--- src/hdl/pnlr_pkg.sv ---
// Shared types and constants for the PCM normalizing linear resampler.
// No dependencies; every other file in hdl/ imports this package.
package pnlr_pkg;

    localparam int RAW_W      = 16;   // raw channel sample bits
    localparam int SAMPLE_W   = 18;   // normalized sample, signed Q2.16
    localparam int CNT_W      = 24;   // output count and output_length
    localparam int STEP_W     = 24;   // step_increment, unsigned Q8.16
    localparam int CFG_IDX_W  = 2;
    localparam int CFG_DATA_W = 24;

    // normalization divisors (2^k - 1) and their rounding halves
    localparam logic [15:0] DIV16     = 16'd32767;
    localparam logic [31:0] HALF16    = 32'd16383;
    localparam logic [7:0]  DIV8      = 8'd127;
    localparam logic [23:0] HALF8     = 24'd63;
    localparam logic [7:0]  OFFSET8   = 8'd127;

    // register reset values
    localparam logic                  FMT_RST  = 1'b0;
    localparam logic [1:0]            CHAN_RST = 2'd1;
    localparam logic [STEP_W-1:0]     STEP_RST = 24'd65536;
    localparam logic [CNT_W-1:0]      LEN_RST  = 24'd0;

    typedef enum logic [CFG_IDX_W-1:0] {
        REG_FORMAT   = 2'd0,
        REG_CHANNELS = 2'd1,
        REG_STEP     = 2'd2,
        REG_LENGTH   = 2'd3
    } t_cfg_reg;

    // controller -> datapath
    typedef struct packed {
        logic capture;    // take the input item
        logic norm;       // normalize, update history, load first run
        logic step;       // produce one interpolated output
        logic load_tail;  // load the wrap run (last sample, first sample)
        logic flush;      // send held result as last of the item
        logic clear;      // end of stream: state back to reset
    } t_cmd;

    // datapath -> controller
    typedef struct packed {
        logic more;       // current run has another output pending
        logic cand_v;     // a result is held in the staging register
        logic out_free;   // output register can take a result this cycle
        logic last;       // current item carries last_in
        logic kept_zero;  // no kept sample in the stream yet
    } t_status;

endpackage

--- src/hdl/pcm_normalize_linear_resampler.sv ---
// Top level of the PCM normalizing linear resampler.
// Instantiates pnlr_ctrl and pnlr_dp; types and constants from pnlr_pkg.

// Takes raw PCM items (16-bit signed or 8-bit unsigned in the low byte), keeps
// the first channel of each interleaved stereo pair, normalizes each kept
// sample to signed Q2.16 (s/32767 or (u-127)/127, rounded to nearest) and
// resamples by linear interpolation driven by a Q24.16 phase accumulator that
// advances by step_increment per output. Each kept sample closes the interval
// to the previous one and emits every pending output in it, at most
// MAX_UPSAMPLE per interval; on an item with last_in the last kept sample is
// paired with the first to emit the wrap interval, then the stream state
// returns to reset (registers are kept). Output stops after output_length
// outputs. end_of_run marks the last result of an item, end_of_stream the
// output that reaches output_length and the last result of a last_in item.
// Items are handled one at a time: after acceptance ready stays low while
// the sequencer steps through normalize, the interpolation runs and the
// final hand-off; each output takes one pass through the shared interpolator
// multiplier, and a last_in item adds a step to load the wrap interval;
// stalls on the output side hold the sequencer once a second result is
// waiting. Results leave through an output register, so a finished result
// may wait while work continues.
// Configuration writes are taken every cycle (ready is tied high) and must
// only be issued while the block is idle.
module pcm_normalize_linear_resampler #(
    parameter int COUNT_BITS   = 24,
    parameter int FRAC_BITS    = 16,
    parameter int MAX_UPSAMPLE = 32
) (
    input  logic                                   i_clk,
    input  logic                                   i_rst_n,
    // input items
    input  logic                                   i_in_valid,
    output logic                                   o_in_ready,
    input  logic [pnlr_pkg::RAW_W-1:0]             i_raw_sample,
    input  logic                                   i_last_in,
    // result items
    output logic                                   o_out_valid,
    input  logic                                   i_out_ready,
    output logic signed [pnlr_pkg::SAMPLE_W-1:0]   o_sample_out,
    output logic                                   o_end_of_run,
    output logic                                   o_end_of_stream,
    // configuration writes
    input  logic                                   i_cfg_valid,
    output logic                                   o_cfg_ready,
    input  logic [pnlr_pkg::CFG_IDX_W-1:0]         i_cfg_index,
    input  logic [pnlr_pkg::CFG_DATA_W-1:0]        i_cfg_data
);
    import pnlr_pkg::*;

    t_cmd    w_cmd;
    t_status w_status;

    // register file never stalls
    assign o_cfg_ready = 1'b1;

    pnlr_ctrl u_ctrl (
        .i_clk      (i_clk),
        .i_rst_n    (i_rst_n),
        .i_in_valid (i_in_valid),
        .o_in_ready (o_in_ready),
        .i_status   (w_status),
        .o_cmd      (w_cmd)
    );

    pnlr_dp #(
        .COUNT_BITS   (COUNT_BITS),
        .FRAC_BITS    (FRAC_BITS),
        .MAX_UPSAMPLE (MAX_UPSAMPLE)
    ) u_dp (
        .i_clk           (i_clk),
        .i_rst_n         (i_rst_n),
        .i_cmd           (w_cmd),
        .o_status        (w_status),
        .i_cfg_valid     (i_cfg_valid),
        .i_cfg_index     (i_cfg_index),
        .i_cfg_data      (i_cfg_data),
        .i_raw_sample    (i_raw_sample),
        .i_last_in       (i_last_in),
        .i_out_ready     (i_out_ready),
        .o_out_valid     (o_out_valid),
        .o_sample_out    (o_sample_out),
        .o_end_of_run    (o_end_of_run),
        .o_end_of_stream (o_end_of_stream)
    );

    // one item in flight: no new item right after one is taken
    a_busy_after_accept: assert property (@(posedge i_clk) disable iff (!i_rst_n)
        (i_in_valid && o_in_ready) |=> !o_in_ready)
        else $error("input accepted while previous item still in flight");

    // a held result is never overwritten while the output register is full
    a_step_needs_room: assert property (@(posedge i_clk) disable iff (!i_rst_n)
        (w_cmd.step && w_status.cand_v) |-> w_status.out_free)
        else $error("staged result would be lost");

    // outputs are only produced while the run still has pending phase
    a_step_only_when_more: assert property (@(posedge i_clk) disable iff (!i_rst_n)
        w_cmd.step |-> w_status.more)
        else $error("output produced beyond the end of the run");

    // final hand-off only when the output register can take it
    a_flush_needs_room: assert property (@(posedge i_clk) disable iff (!i_rst_n)
        w_cmd.flush |-> (w_status.out_free && w_status.cand_v && !w_cmd.step))
        else $error("end-of-item result sent without room");

endmodule

--- src/hdl/pnlr_ctrl.sv ---
// Sequencer for the resampler: one item at a time through normalize, the
// interpolation runs and the final hand-off. Uses pnlr_pkg command/status types.
module pnlr_ctrl (
    input  logic              i_clk,
    input  logic              i_rst_n,
    input  logic              i_in_valid,
    output logic              o_in_ready,
    input  pnlr_pkg::t_status i_status,
    output pnlr_pkg::t_cmd    o_cmd
);
    import pnlr_pkg::*;

    typedef enum logic [1:0] {
        S_IDLE,
        S_NORM,
        S_RUN,
        S_FIN
    } t_state;

    t_state r_state, n_state;
    logic   r_tail, n_tail;    // running the wrap run

    always_comb begin
        n_state    = r_state;
        n_tail     = r_tail;
        o_cmd      = '0;
        o_in_ready = 1'b0;
        unique case (r_state)
            S_IDLE: begin
                o_in_ready = 1'b1;
                if (i_in_valid) begin
                    o_cmd.capture = 1'b1;
                    n_state       = S_NORM;
                end
            end
            S_NORM: begin
                o_cmd.norm = 1'b1;
                n_tail     = 1'b0;
                n_state    = S_RUN;
            end
            S_RUN: begin
                priority if (i_status.more) begin
                    // a held result must leave before a new one replaces it
                    o_cmd.step = !i_status.cand_v || i_status.out_free;
                end else if (!r_tail && i_status.last && !i_status.kept_zero) begin
                    o_cmd.load_tail = 1'b1;
                    n_tail          = 1'b1;
                end else begin
                    n_state = S_FIN;
                end
            end
            S_FIN: begin
                if (!i_status.cand_v || i_status.out_free) begin
                    o_cmd.flush = i_status.cand_v;
                    o_cmd.clear = i_status.last;
                    n_state     = S_IDLE;
                end
            end
            default: n_state = S_IDLE;
        endcase
    end

    always_ff @(posedge i_clk) begin
        if (!i_rst_n) begin
            r_state <= S_IDLE;
            r_tail  <= 1'b0;
        end else begin
            r_state <= n_state;
            r_tail  <= n_tail;
        end
    end

endmodule

--- src/hdl/pnlr_dp.sv ---
// Datapath of the resampler: config registers, normalizer, phase accumulator,
// interpolator, staging and output registers. Uses pnlr_pkg.
module pnlr_dp #(
    parameter int COUNT_BITS   = 24,
    parameter int FRAC_BITS    = 16,
    parameter int MAX_UPSAMPLE = 32
) (
    input  logic                                   i_clk,
    input  logic                                   i_rst_n,
    input  pnlr_pkg::t_cmd                         i_cmd,
    output pnlr_pkg::t_status                      o_status,
    input  logic                                   i_cfg_valid,
    input  logic [pnlr_pkg::CFG_IDX_W-1:0]         i_cfg_index,
    input  logic [pnlr_pkg::CFG_DATA_W-1:0]        i_cfg_data,
    input  logic [pnlr_pkg::RAW_W-1:0]             i_raw_sample,
    input  logic                                   i_last_in,
    input  logic                                   i_out_ready,
    output logic                                   o_out_valid,
    output logic signed [pnlr_pkg::SAMPLE_W-1:0]   o_sample_out,
    output logic                                   o_end_of_run,
    output logic                                   o_end_of_stream
);
    import pnlr_pkg::*;

    localparam int PH_W   = COUNT_BITS + FRAC_BITS;
    localparam int SUM_W  = ((PH_W > STEP_W) ? PH_W : STEP_W) + 1;
    localparam int MADE_W = $clog2(MAX_UPSAMPLE + 1);
    localparam int PROD_W = SAMPLE_W + 1 + FRAC_BITS + 1;
    localparam int RND_W  = PROD_W - FRAC_BITS;
    localparam logic [PROD_W-1:0] HALF_F = PROD_W'(1) << (FRAC_BITS - 1);

    // configuration
    logic                r_fmt;
    logic [1:0]          r_chans;
    logic [STEP_W-1:0]   r_step;
    logic [CNT_W-1:0]    r_len;

    // stream state
    logic [RAW_W-1:0]           r_raw;
    logic                       r_last, r_keep, r_toggle, r_run_en;
    logic signed [SAMPLE_W-1:0] r_prev, r_first, r_a, r_b;
    logic [COUNT_BITS-1:0]      r_kept, r_limit;
    logic [PH_W-1:0]            r_phase;
    logic [CNT_W-1:0]           r_done;
    logic [MADE_W-1:0]          r_made;

    // staging and output
    logic signed [SAMPLE_W-1:0] r_cand, r_out_sample;
    logic                       r_cand_eos, r_cand_v;
    logic                       r_out_v, r_out_eor, r_out_eos;

    // normalizer
    logic [15:0] n16_mag;
    logic [31:0] n16_num;
    logic [16:0] n16_t;
    logic [17:0] n16_r;
    logic [2:0]  n16_t2;
    logic [15:0] n16_r2;
    logic [16:0] n16_q;
    logic        n8_neg;
    logic [7:0]  n8_mag;
    logic [23:0] n8_num;
    logic [16:0] n8_t;
    logic [17:0] n8_r;
    logic [10:0] n8_t2;
    logic [11:0] n8_r2;
    logic [4:0]  n8_t3;
    logic [7:0]  n8_r3;
    logic [16:0] n8_q;
    logic [16:0] norm_q;
    logic        norm_neg;
    logic signed [SAMPLE_W-1:0] cur;

    // interpolator and counters
    logic signed [SAMPLE_W:0]   diff;
    logic signed [FRAC_BITS:0]  frac;
    logic signed [PROD_W-1:0]   prod, rnd;
    logic signed [RND_W-1:0]    corr, interp_w;
    logic signed [SAMPLE_W-1:0] interp;
    logic [SUM_W-1:0]           ph_sum;
    logic [PH_W-1:0]            ph_next;
    logic [CNT_W-1:0]           done_next;
    logic [COUNT_BITS-1:0]      kept_next;

    // Division by 2^k - 1 folds the high part back onto the low part:
    // N = t*2^k + lo = t*(2^k - 1) + (t + lo); repeat until one compare is left.
    always_comb begin
        n16_mag = r_raw[15] ? (16'd0 - r_raw) : r_raw;
        n16_num = {n16_mag, 16'd0} + HALF16;
        n16_t   = n16_num[31:15];
        n16_r   = 18'(n16_num[14:0]) + 18'(n16_t);
        n16_t2  = n16_r[17:15];
        n16_r2  = 16'(n16_r[14:0]) + 16'(n16_t2);
        n16_q   = n16_t + 17'(n16_t2) + 17'(n16_r2 >= DIV16);

        n8_neg  = r_raw[7:0] < OFFSET8;
        n8_mag  = n8_neg ? (OFFSET8 - r_raw[7:0]) : (r_raw[7:0] - OFFSET8);
        n8_num  = {n8_mag, 16'd0} + HALF8;
        n8_t    = n8_num[23:7];
        n8_r    = 18'(n8_num[6:0]) + 18'(n8_t);
        n8_t2   = n8_r[17:7];
        n8_r2   = 12'(n8_r[6:0]) + 12'(n8_t2);
        n8_t3   = n8_r2[11:7];
        n8_r3   = 8'(n8_r2[6:0]) + 8'(n8_t3);
        n8_q    = n8_t + 17'(n8_t2) + 17'(n8_t3) + 17'(n8_r3 >= DIV8);

        norm_q   = r_fmt ? n8_q : n16_q;
        norm_neg = r_fmt ? n8_neg : r_raw[15];
        cur      = norm_neg ? $signed(18'd0 - {1'b0, norm_q}) : $signed({1'b0, norm_q});
    end

    // a + round((b - a) * frac), ties toward plus infinity
    always_comb begin
        diff     = {r_b[SAMPLE_W-1], r_b} - {r_a[SAMPLE_W-1], r_a};
        frac     = {1'b0, r_phase[FRAC_BITS-1:0]};
        prod     = PROD_W'(diff) * PROD_W'(frac);
        rnd      = prod + $signed(HALF_F);
        corr     = rnd[PROD_W-1:FRAC_BITS];
        interp_w = RND_W'(r_a) + corr;
        interp   = interp_w[SAMPLE_W-1:0];
    end

    always_comb begin
        ph_sum    = SUM_W'(r_phase) + SUM_W'(r_step);
        ph_next   = (|ph_sum[SUM_W-1:PH_W]) ? {PH_W{1'b1}} : ph_sum[PH_W-1:0];
        done_next = r_done + CNT_W'(1);
        kept_next = (&r_kept) ? r_kept : r_kept + COUNT_BITS'(1);
    end

    always_comb begin
        o_status.more      = r_run_en && (r_made < MADE_W'(MAX_UPSAMPLE))
                             && (r_done < r_len)
                             && (r_phase[PH_W-1:FRAC_BITS] <= r_limit);
        o_status.cand_v    = r_cand_v;
        o_status.out_free  = !r_out_v || i_out_ready;
        o_status.last      = r_last;
        o_status.kept_zero = (r_kept == '0);
    end

    always_ff @(posedge i_clk) begin
        if (!i_rst_n) begin
            r_fmt   <= FMT_RST;
            r_chans <= CHAN_RST;
            r_step  <= STEP_RST;
            r_len   <= LEN_RST;
        end else if (i_cfg_valid) begin
            unique case (t_cfg_reg'(i_cfg_index))
                REG_FORMAT:   r_fmt   <= i_cfg_data[0];
                REG_CHANNELS: r_chans <= i_cfg_data[1:0];
                REG_STEP:     r_step  <= i_cfg_data[STEP_W-1:0];
                REG_LENGTH:   r_len   <= i_cfg_data[CNT_W-1:0];
                default:      r_fmt   <= r_fmt;
            endcase
        end
    end

    // control and stream state
    always_ff @(posedge i_clk) begin
        if (!i_rst_n) begin
            r_last   <= 1'b0;
            r_keep   <= 1'b0;
            r_toggle <= 1'b0;
            r_run_en <= 1'b0;
            r_prev   <= '0;
            r_first  <= '0;
            r_kept   <= '0;
            r_phase  <= '0;
            r_done   <= '0;
            r_made   <= '0;
            r_cand_v <= 1'b0;
            r_out_v  <= 1'b0;
        end else begin
            if (i_cmd.capture) begin
                r_last <= i_last_in;
                if (r_chans[1]) begin
                    r_keep   <= !r_toggle;
                    r_toggle <= !r_toggle;
                end else begin
                    r_keep   <= 1'b1;
                    r_toggle <= 1'b0;
                end
            end
            if (i_cmd.norm) begin
                r_run_en <= r_keep && (r_kept != '0);
                r_made   <= '0;
                if (r_keep) begin
                    r_prev <= cur;
                    r_kept <= kept_next;
                    if (r_kept == '0) begin
                        r_first <= cur;
                    end
                end
            end
            if (i_cmd.step) begin
                r_cand_v <= 1'b1;
                r_done   <= done_next;
                r_phase  <= ph_next;
                r_made   <= r_made + MADE_W'(1);
            end
            if (i_cmd.load_tail) begin
                r_run_en <= 1'b1;
                r_made   <= '0;
            end
            if (i_cmd.flush) begin
                r_cand_v <= 1'b0;
            end
            if (i_cmd.clear) begin
                r_prev   <= '0;
                r_first  <= '0;
                r_kept   <= '0;
                r_phase  <= '0;
                r_done   <= '0;
                r_toggle <= 1'b0;
                r_run_en <= 1'b0;
            end
            if ((i_cmd.step && r_cand_v) || i_cmd.flush) begin
                r_out_v <= 1'b1;
            end else if (i_out_ready) begin
                r_out_v <= 1'b0;
            end
        end
    end

    // payload
    always_ff @(posedge i_clk) begin
        if (i_cmd.capture) begin
            r_raw <= i_raw_sample;
        end
        if (i_cmd.norm) begin
            r_a     <= r_prev;
            r_b     <= cur;
            r_limit <= r_kept - COUNT_BITS'(1);
        end
        if (i_cmd.load_tail) begin
            r_a     <= r_prev;
            r_b     <= r_first;
            r_limit <= r_kept - COUNT_BITS'(1);
        end
        if (i_cmd.step) begin
            r_cand     <= interp;
            r_cand_eos <= (done_next == r_len);
        end
        if ((i_cmd.step && r_cand_v) || i_cmd.flush) begin
            r_out_sample <= r_cand;
            r_out_eor    <= i_cmd.flush;
            r_out_eos    <= r_cand_eos || (i_cmd.flush && r_last);
        end
    end

    assign o_out_valid     = r_out_v;
    assign o_sample_out    = r_out_sample;
    assign o_end_of_run    = r_out_eor;
    assign o_end_of_stream = r_out_eos;

endmodule

--- config.mk ---
export PLATFORM = sky130hd
export DESIGN_NAME = pcm_normalize_linear_resampler
export DESIGN_NICKNAME = d
export VERILOG_FILES = /design/src/hdl/pnlr_pkg.sv /design/src/hdl/pcm_normalize_linear_resampler.sv /design/src/hdl/pnlr_ctrl.sv /design/src/hdl/pnlr_dp.sv
export SDC_FILE = /design/constraint.sdc
export NUM_CORES = 2
export LEC_CHECK = 0
export ABC_CLOCK_PERIOD_IN_PS = 12900
export CAP_MARGIN = 20
export CORE_ASPECT_RATIO = 1.1
export CORE_UTILIZATION = 29
export DETAILED_ROUTE_END_ITERATION = 12
export DONT_BUFFER_PORTS = 1
export PLACE_DENSITY = 0.5
export SYNTH_ARGS = -nofsm -noshare
export SYNTH_HDL_FRONTEND = slang
export SYNTH_SLANG_ARGS = --single-unit
--- constraint.sdc ---
create_clock -name i_clk -period 12.9 [get_ports i_clk]
set_clock_uncertainty 0.2 [all_clocks]
set_input_delay 2.58 -clock i_clk [delete_from_list [all_inputs] [get_ports i_clk]]
set_output_delay 2.58 -clock i_clk [all_outputs]
set_load 0.03 [all_outputs]
==> reports/metrics.json <==
{
  "final_layout": {
    "flow.area_growth_from_synthesis_pct": 9.30,
    "final-instance-count-excl-fill": 4735,
    "insertedDiodeCount": 0,
    "drive_above_1_share": 0.0497,
    "final_net_count": 3908
  },
  "floorplan": {
    "design.portCount": 71,
    "design.die.area_um2": 104000,
    "die-width_um": 308,
    "placementRows": 123,
    "core_um2": 102000,
    "die_height_um": 339,
    "initial_utilization": 0.293
  },
  "global_routing": {
    "antenna_violations_before_repair": 0,
    "first_global_vias": 21700,
    "globalRouteOverflowTotal": 0,
    "grt_max_degree": 65,
    "track_usage": 0.148,
    "grt_pass1_wl_um": 123000
  },
  "power_and_ir_drop": {
    "cellLeakagePower_nw": 14.5,
    "maximum_resistive_drop_on_vdd_v": 0.000180,
    "powerDensity_nw_per_um2": 129
  },
  "setup_path": {
    "worstSetupPathType": "register to register",
    "crit_path_max_incr_delay_ns": 0.61,
    "worst_ep_arrival_time_ns": 11.71,
    "startpoint_type": "register",
    "critPathCaptureType": "register",
    "critical_path.max_fanout": 16,
    "critical_path.most_common_cell": "sky130_fd_sc_hd__fa_1",
    "slowest_stage": "sky130_fd_sc_hd__o41ai_1",
    "worst-endpoint-required_ns": 13.00
  },
  "routing": {
    "drt-initial-drc-count": 1217,
    "num_vias": 22000,
    "wl_per_cell_um": 16.1,
    "detailed_routing_iterations_pass_1": 5,
    "routed_wirelength_um": 76100,
    "route.antenna.remaining_nets": 0,
    "post_drt_via_cell_ratio": 4.65,
    "detail_route.drc_violations": 0
  },
  "placed_design": {
    "place_ws_ns": 1.23,
    "io_buffers": 0,
    "routabilityCongestion": 0.830,
    "dp_cells": 4668,
    "half_perimeter_wire_length_after_placement_um": 58900
  },
  "sta": {
    "fin_hold_ws_ns": 0.224,
    "fmaxAchievable_mhz": 86.1,
    "pnr_worst_setup_slack_ns": 1.29,
    "finalMaxSlewViolations": 0,
    "final_hold_viol_count": 0,
    "worstMarginPinSlew_ns": 1.07,
    "setup_total_negative_slack_ns": 0,
    "period_minus_slack_ns": 11.61,
    "min_period_over_period": 0.900,
    "setup_viol": 0,
    "maxSlewHeadroom": 0.277,
    "rsz0062_at_grt": "no"
  },
  "job": {
    "cap_viol_max_count": 0
  },
  "logic_synthesis": {
    "ys_top_cells_by_area": "sky130_fd_sc_hd__fa_1 (20%), sky130_fd_sc_hd__dfxtp_1 (13%), sky130_fd_sc_hd__edfxtp_1 (12%), sky130_fd_sc_hd__ha_1 (9.6%), sky130_fd_sc_hd__inv_1 (6.4%)",
    "ys_top_cells_by_count": "sky130_fd_sc_hd__inv_1 (510), sky130_fd_sc_hd__nand2_1 (368), sky130_fd_sc_hd__fa_1 (298)",
    "synth_area_um2": 29900,
    "ys_seq_elements": 304,
    "synth_area_per_cell_um2": 8.82,
    "yosys_warn_count": 0,
    "synth_flop_cell": "sky130_fd_sc_hd__dfxtp_1",
    "netlist_instances": 3392,
    "post_synth_edffs": 115,
    "post_synth_num_cell_types": 96,
    "sequential_to_total_area_share_from_yosys_stat": 0.242,
    "post-synth-top-area-fraction": 0.199,
    "synthArstFlopShare": 0,
    "largest_area_contributor_in_the_synthesized_netlist": "sky130_fd_sc_hd__fa_1",
    "synth_most_common_cell": "sky130_fd_sc_hd__inv_1"
  },
  "clock_tree": {
    "clkSlewWorstSetupHoldPaths_ns": 0.07,
    "tritoncts": "built",
    "buffers_inserted_during_post_cts_setup_optimization": 0,
    "clock_latency_ns": 0.55,
    "cts_made_buffers": 36,
    "h-tree-depth": 2,
    "clock_sinks": 304,
    "clock-root-buffer": "sky130_fd_sc_hd__clkbuf_16",
    "ctsHoldBuffers": 0,
    "post_cts_resized": 0,
    "max-clock-path-buffers": 3
  },
  "worst_hold_path": {
    "hold_path_class": "register to register"
  },
  "outcome": {
    "result_of_the_run": "completed"
  }
}
[metal layers]
| metal | vias up | routed length, um | GRT usage |
|---|---|---|---|
| li1 | 11000 | - | - |
| met1 | 10700 | 36300 | 0.206 |
| met2 | 299 | 35900 | 0.243 |
| met3 | 95 | 2260 | 0.0154 |
| met4 | 0 | 1550 | 0.0354 |
| met5 | - | 0 | 0 |
[state kept, by name (all words and copies together), names as in the netlist, 24 cells and up]
| register | cells |
|---|---|
| u_dp.r_len | 24 |
| u_dp.r_step | 24 |
| u_dp.r_done | 24 |
| u_dp.r_kept | 24 |
| u_dp.r_phase | 40 |
| u_dp.r_limit | 24 |
[through the flow]
step                       util  total power [W]  instance area, um2
after CTS                 0.320          0.00429               32700
after floorplan               -          0.00248               29900
after global routing      0.320          0.00451               32700
after detailed placement  0.308          0.00323               31500
final                     0.320          0.00423               32700
after global placement    0.308          0.00323               31500
[final cells by class]
cell class,count,area [um2]
sequential,304,7240
clock inverter,17,150
tap,1375,1720
timing repair buffer,45,358
fill,10700,69500
inverter,514,1930
clock buffer,48,1050
multi-input combinational,2432,20300
[cell families (layout without fill, tap and decap cells)]
logic type / Yosys count / after routing / share of synthesized area
buf+inv: 659 / 624 / 0.0847
flops: 304 / 304 / 0.242
simple gates: 1126 / 1126 / 0.187
xor+xnor: 246 / 246 / 0.0730
compound gates: 509 / 509 / 0.111
mux: 19 / 19 / 0.00686
other cells: 2 / 5 / 0.000251
fa+ha+maj: 527 / 527 / 0.295
[critical path: cells and delay by family, from the launching register on]
kind | cells | cell delay, ns
AO/OA/AOI/OAI | 16 | 4.60
adder cells (fa/ha/maj) | 10 | 4.08
buffers and inverters | 6 | 0.31
AND/OR/NAND/NOR | 6 | 0.94
flip-flops | 1 | 0.37
XOR/XNOR | 5 | 0.81
[final timing paths]
path / end / start / depth (start not counted) / slack [ns]
hold / removal: u_dp.r_a[13] / u_dp.r_prev[13] / 0 / 0.22
hold reg to reg: u_dp.r_a[13] / u_dp.r_prev[13] / 0 / 0.22
setup / recovery: u_dp.r_cand[17] / u_dp.r_b[0] / 43 / 1.29
setup reg to reg: u_dp.r_cand[17] / u_dp.r_b[0] / 43 / 1.29
[cell usage in the layout, fill, tap and decap left out, types with 12 or more instances in the layout]
cell type | Yosys | routed
sky130_fd_sc_hd__mux2i_1 | 16 | 16
sky130_fd_sc_hd__and3_1 | 36 | 36
sky130_fd_sc_hd__nand4_1 | 37 | 37
sky130_fd_sc_hd__and2_1 | 165 | 165
sky130_fd_sc_hd__buf_4 | 2 | 43
sky130_fd_sc_hd__a211oi_1 | 27 | 27
sky130_fd_sc_hd__and3b_1 | 12 | 12
sky130_fd_sc_hd__nand3_1 | 81 | 81
sky130_fd_sc_hd__xor2_1 | 93 | 91
sky130_fd_sc_hd__edfxtp_1 | 115 | 115
sky130_fd_sc_hd__a31oi_1 | 31 | 30
sky130_fd_sc_hd__o21a_1 | 21 | 21
sky130_fd_sc_hd__a21o_1 | 41 | 41
sky130_fd_sc_hd__nor3_1 | 62 | 62
sky130_fd_sc_hd__ha_1 | 229 | 229
sky130_fd_sc_hd__dfxtp_1 | 189 | 189
sky130_fd_sc_hd__or2_2 | 12 | 12
sky130_fd_sc_hd__nor2b_1 | 40 | 40
sky130_fd_sc_hd__nand2_1 | 368 | 367
sky130_fd_sc_hd__clkbuf_16 | 0 | 39
sky130_fd_sc_hd__nor4_1 | 16 | 16
sky130_fd_sc_hd__xnor2_1 | 149 | 144
sky130_fd_sc_hd__nor2_1 | 201 | 201
sky130_fd_sc_hd__a21oi_1 | 188 | 186
sky130_fd_sc_hd__inv_1 | 510 | 509
sky130_fd_sc_hd__nand2b_1 | 27 | 26
sky130_fd_sc_hd__o21ai_0 | 73 | 73
sky130_fd_sc_hd__fa_1 | 298 | 298
[power by group]
| group | internal (W) | switching, W | leakage [nW] |
|---|---|---|---|
| combinational | 0.000593 | 0.00136 | 11.4 |
| clock | 0.000600 | 0.000435 | 0.594 |
| sequential | 0.00115 | 0.0000962 | 2.54 |
| total | 0.00234 | 0.00189 | 14.5 |
Power figures use the tool's default switching activity.
